**src/rtl/gba_pkg.sv**
```systemverilog
// Shared types and constants of the grouped bitmap block allocator.
package gba_pkg;

  localparam int NUM_GROUPS_DEF = 8;
  localparam int GROUP_BITS_DEF = 4096;

  localparam int BLK_W      = 16;
  localparam int GIDX_IN_W  = 3;
  localparam int WIDX_IN_W  = 7;
  localparam int WORD_W     = 32;
  localparam int COUNT_W    = 13;
  localparam int SUM_W      = 16;
  localparam int GIDX_MAX_W = 6;

  localparam logic [COUNT_W-1:0] COUNT_MAX = 13'd8191;
  localparam logic [SUM_W-1:0]   SUM_MAX   = 16'd65535;

  typedef enum logic [1:0] {
    CMD_QUERY = 2'd0,
    CMD_FREE  = 2'd1,
    CMD_LOAD  = 2'd2,
    CMD_WRITE = 2'd3
  } cmd_t;

  typedef enum logic [1:0] {
    ST_OK          = 2'd0,
    ST_NOT_FOUND   = 2'd1,
    ST_DOUBLE_FREE = 2'd2,
    ST_OVERFLOW    = 2'd3
  } status_t;

  // Write request to the group descriptor file.
  typedef struct packed {
    logic                  load;
    logic                  bump;
    logic [GIDX_MAX_W-1:0] idx;
    logic [COUNT_W-1:0]    total;
    logic [COUNT_W-1:0]    count;
    logic                  valid;
  } grp_wr_t;

  // Descriptor read out of the group descriptor file.
  typedef struct packed {
    logic               valid;
    logic [COUNT_W-1:0] total;
    logic [COUNT_W-1:0] count;
  } grp_rd_t;

endpackage

```
**src/rtl/gba_groups.sv**
```systemverilog
// Group descriptor file: valid mark, block total and free count per group.
module gba_groups #(
  parameter int NUM_GROUPS = gba_pkg::NUM_GROUPS_DEF
) (
  input  logic                             clk,
  input  logic                             rst,
  input  logic [gba_pkg::GIDX_MAX_W-1:0]   rd_idx,
  output gba_pkg::grp_rd_t                 rd,
  input  gba_pkg::grp_wr_t                 wr
);
  import gba_pkg::*;

  localparam int GIDX_W = (NUM_GROUPS > 1) ? $clog2(NUM_GROUPS) : 1;

  logic               link_valid [NUM_GROUPS];
  logic [COUNT_W-1:0] block_total[NUM_GROUPS];
  logic [COUNT_W-1:0] free_count [NUM_GROUPS];

  always_ff @(posedge clk) begin
    if (rst) begin
      for (int i = 0; i < NUM_GROUPS; i++) begin
        link_valid[i]  <= 1'b0;
        block_total[i] <= '0;
        free_count[i]  <= '0;
      end
    end else if (wr.load) begin
      link_valid[wr.idx[GIDX_W-1:0]]  <= wr.valid;
      block_total[wr.idx[GIDX_W-1:0]] <= wr.total;
      free_count[wr.idx[GIDX_W-1:0]]  <= wr.count;
    end else if (wr.bump) begin
      free_count[wr.idx[GIDX_W-1:0]]  <= wr.count;
    end
  end

  assign rd.valid = link_valid[rd_idx[GIDX_W-1:0]];
  assign rd.total = block_total[rd_idx[GIDX_W-1:0]];
  assign rd.count = free_count[rd_idx[GIDX_W-1:0]];

endmodule

```
**config.mk**
```make
export PLATFORM = sky130hd
export DESIGN_NAME = gba_groups
export DESIGN_NICKNAME = d
export VERILOG_FILES = /design/src/rtl/gba_pkg.sv /design/src/rtl/gba_groups.sv
export SDC_FILE = /design/constraint.sdc
export NUM_CORES = 1
export LEC_CHECK = 0
export ABC_AREA = 1
export BUFFER_PORTS_ARGS = -buffer_cell sky130_fd_sc_hd__buf_2
export CAP_MARGIN = 5
export CORE_ASPECT_RATIO = 1.1
export CORE_MARGIN = 2
export CORE_UTILIZATION = 45
export DETAILED_ROUTE_END_ITERATION = 8
export REMOVE_ABC_BUFFERS = 1
export SLEW_MARGIN = 20
export SYNTH_ARGS = -nofsm -noshare
export SYNTH_HDL_FRONTEND = slang
export SYNTH_SLANG_ARGS = --single-unit
```
**constraint.sdc**
```tcl
create_clock -name clk -period 1.8 [get_ports clk]
set_input_delay 0.27 -clock clk [delete_from_list [all_inputs] [get_ports clk]]
set_output_delay 0.27 -clock clk [all_outputs]
set_load 0.01 [all_outputs]
```
Word level (Yosys, flattened, before mapping)
Memories as Yosys holds them, arrays and structs flattened.
Index checks and enable logic that the tools add are counted.
- bits in registers: 0
- memories: 3
- output and inout bits: 27
- input bits: 43
- bits in writable memories: 216
- memory list (memory ; words ; width ; rd ports ; clocked after Yosys merged registers in ; write ports ; line ; source):
    block_total ; 8 ; 13 ; 1 ; 0 ; 8 ; gba_groups.sv:16 ; logic [COUNT_W-1:0] block_total[NUM_GROUPS];
    free_count ; 8 ; 13 ; 1 ; 0 ; 8 ; gba_groups.sv:17 ; logic [COUNT_W-1:0] free_count [NUM_GROUPS];
    link_valid ; 8 ; 1 ; 1 ; 0 ; 8 ; gba_groups.sv:15 ; logic link_valid [NUM_GROUPS];
- bitwise logic cells: 1
- mux-type cells: 19
- reduce and logical (&&, ||, !) cells: 3
- operators with widths (operator ; count):
    2-to-1 mux 13 bit ; 3
    OR reduction 13 bit ; 2
    2-to-1 mux 1 bit ; 13
    2-to-1 mux 3 bit ; 3
    OR 1 bit ; 1
    OR reduction 1 bit ; 1

Longest topological paths before layout
- word-level depth: 7
- gate-level depth with buffers: 9
- gate-level depth less buffers: 6

Worst setup path after synthesis
OpenSTA, ideal clock, no wires.
- kind: input to register
- start point: input wr[34] (netlist bit)
- end point: memory block_total[6][0], enable pin
- required time: 1.439 ns
- stages: 5
- slack: 0.162 ns
- buffers on the path: 1
- arrival: 1.277 ns
- path through: inv_1 nor2_1 nand2_1 buf_2 nand2_1
- RTL lines (what ; line ; source):
    from (decl) ; gba_groups.sv:9 ; input gba_pkg::grp_wr_t wr
    to (decl) ; gba_groups.sv:16 ;

==> metrics.md <==
| Metric | Value |
|---|---|
| Fin crit period | `1680 ps` |
| CTS max path bufs | `3` |
| Clk network pwr share | `39.6%` |
| Register area | `6490 sq um` |
| Clk sinks | `216` |
| First-pass GRT wire length | `around 39000 microns` |
| Layout Utilization | `53.8%` |
| FF+latch count, synth | `roughly 220` |
| DR vias/cell | `between 4 and 5` |
| Multi-input logic area | `between 2000 and 3000 sq um` |
| Hold_sp | `wr[21]` |
| TritonRoute pass-1 iters | `4` |
| Switching Fraction | `23.5%` |
| CTS tree | `yes` |
| Post-synth top area share | `61.6%` |
| Avg Cell Area, Syn | `8.49 sq um` |
| GRT Residual Overflow | `0` |
| Antenna violations before repair | `2` |
| Psw | `around 2.8 mW` |
| Main area contributors after synthesis | `edfxtp_1 (62%), nand2_1 (14%), inv_1 (8.8%)` |
| Setup TNS | `0 ps` |
| FP Rows | `58` |
| Reg power frac | `around half` |
| CTS Buf Count | `24` |
| Die height | `between 150 and 200 microns` |
| DR vias | `roughly 7800` |
| Register area share after synthesis | `roughly three fifths` |
| Hold Path Sink | `block_total[4][7]` |
| CP Capture Type | `output port` |
| Final nets | `1374` |
| Slew Limit Fails | `0` |
| Core area | `about 23000 sq um` |
| Worst vdd ir | `0.955 mV` |
| GR Util All Layers | `approximately 21%` |
| Root buffer cell | `clkbuf_16` |
| CP startpoint kind | `flop` |
| Setup-failing EPs final | `0` |
| H-Tree Depth | `1` |
| Crit Path Class | `reg2out` |
| P_int | `~9.1 mW` |
| Lkg Pwr | `6.05 nW` |
| IO buf count | `between 60 and 70` |
| Hold path cells | `3` |
| Clock-pin slew on the worst setup and hold paths | `~60 ps` |
| Die area | `between 20000 and 25000 sq um` |
| CTS resizes | `0` |
| Final hold vios | `0` |
| Die extent in x | `150 microns` |
| Final WS setup | `~120 ps` |
| Ratio of cells with drive above 1 in the final layout | `11.7%` |
| Critical path arrival | `about 1400 ps` |
| Crit path required time | `roughly 1500 ps` |
| Num ports | `70` |
| Dpl ws | `around 120 ps` |
| Largest net degree at the start of global routing | `55` |
| Power Density | `964 nW/um^2` |
| Cell variety after synth | `13` |
| Syn-to-layout area delta | `17.0%` |
| Initial Utilization | `roughly 46%` |
| Layout fillers | `~2100` |
| Number of global-route vias before repair | `about 7400` |
| Status | `finished clean` |
| Post-CTS Setup Inserts | `0` |
| Routed Antenna Nets | `0` |
| Cell count after synthesis | `about 1200` |
| 1st-iter DRT viols | `489` |
| Number of remaining DRC errors | `0` |
| RSZ-0062 raised after global routing | `no` |
| Slew @ Worst Pin | `about 450 ps` |
| DR WL/cell | `between 15 and 20 microns` |
| Period utilization | `about 94%` |
| Gate power share | `a little over a tenth` |
| HPWL after DPL | `between 15000 and 20000 microns` |
| Max Fanout on Critical Path | `1` |
| Max Freq | `approximately 590 MHz` |
| Relative slew slack | `around 70%` |
| Synthesized cell area | `between 10000 and 15000 sq um` |
| Largest area contributor in the netlist | `edfxtp_1` |
| YS warnings | `0` |
| Max Cap Viol | `0` |
| Final GP Congestion | `0.791` |
| Worst Hold Class | `in2reg` |
| Routed WL | `approximately 25000 microns` |
| CTS Hold Bufs | `0` |
==> flip-flops by register name, indices dropped and copies added (netlist names) <==
signal,cells
block_total,104
link_valid,8
free_count,104
==> how the worst max path moves through the flow <==
stage / start / endpoint / slack (ps) / cells after the start
3_5_place_dp: wr[34] / block_total[3][7] / 120 / 6
5_1_grt: block_total[0][5] / rd[18] / 5 / 7
2_1_floorplan: rd_idx[0] / rd[11] / 50 / 6
3_3_place_gp: wr[34] / block_total[3][1] / 130 / 6
6_report: block_total[4][5] / rd[18] / 120 / 7
4_1_cts: block_total[4][5] / rd[18] / 90 / 7
==> cells in the mapped netlist (all sizes together) <==
cell,number
nor2,217
clkbuf,17
clkinv,2
buf,39
o21a,1
inv,249
nand3,108
nor3,8
edfxtp,216
nand2,383
==> layout make-up <==
class,instances,share of cell area [%]
diodes,2,0.0406
clock buffers,30,5.23
clock inverters,13,0.944
well taps,300,3.05
multi-input cells,717,23.0
repair buffers,121,7.43
inverters,251,7.65
flip-flops and latches,216,52.6
==> cell families (layout without fill, tap and decap cells) <==
kind of cell	after synthesis	count (layout)	synth area share, %
AO/OA/AOI/OAI	1	1	0.0713
buffers and inverters	307	415	11.4
flip-flops	216	216	61.6
other	0	2	0
AND/OR/NAND/NOR	716	716	26.9
==> cell usage in the layout (no fill, tap or decap) <==
cell,netlist,final
buf_12,0,13
buf_2,33,62
buf_4,3,46
bufinv_16,0,2
clkbuf_1,17,5
clkbuf_16,0,25
clkinv_1,2,5
clkinv_2,0,7
clkinvlp_4,0,2
diode_2,0,2
edfxtp_1,216,216
inv_1,247,247
inv_2,2,1
nand2_1,383,383
nand3_1,108,108
nor2_1,217,217
nor3_1,8,8
o21a_1,1,1
==> stage by stage <==
step	power [mW]	hold WS [ps]	instance area (sq um)	instances
2_1_floorplan	6.71	559	10300	1184
3_3_place_gp	7.27	690	11600	1605
3_5_place_dp	7.30	695	11600	1605
4_1_cts	12.0	161	12300	1648
5_1_grt	12.4	193	12300	1650
6_report	11.9	176	12300	1650
==> power groups by stage <==
stage / combinational, mW / clock [mW] / sequential (mW)
finish: 1.24 / 4.71 / 5.94
global route: 1.40 / 5.01 / 5.97
CTS: 1.26 / 4.80 / 5.94
detailed placement: 1.25 / 0 / 6.04
global placement: 1.23 / 0 / 6.03
floorplan: 0.688 / 0 / 6.03
==> per-layer routing <==
metal | up-vias | part of all wire (%) | global-route usage (%) | routed length [microns]
met4 | 0 | 2.7 | 7.16 | 671
met1 | 3562 | 42 | 25.9 | 10400
met2 | 185 | 51 | 37.0 | 12600
met3 | 48 | 4.4 | 2.51 | 1100
li1 | 3961 | - | - | -
met5 | - | 0 | 0 | 0
==> critical path, stage by stage, from the launching register on <==
cell and delay [ps]:
edfxtp_1 360, inv_1 80, nand2_1 60, nand3_1 80, nand2_1 50, nand2_1 50
nand2_1 80, buf_2 150
Note: power is estimated with default switching activity, not from simulation.
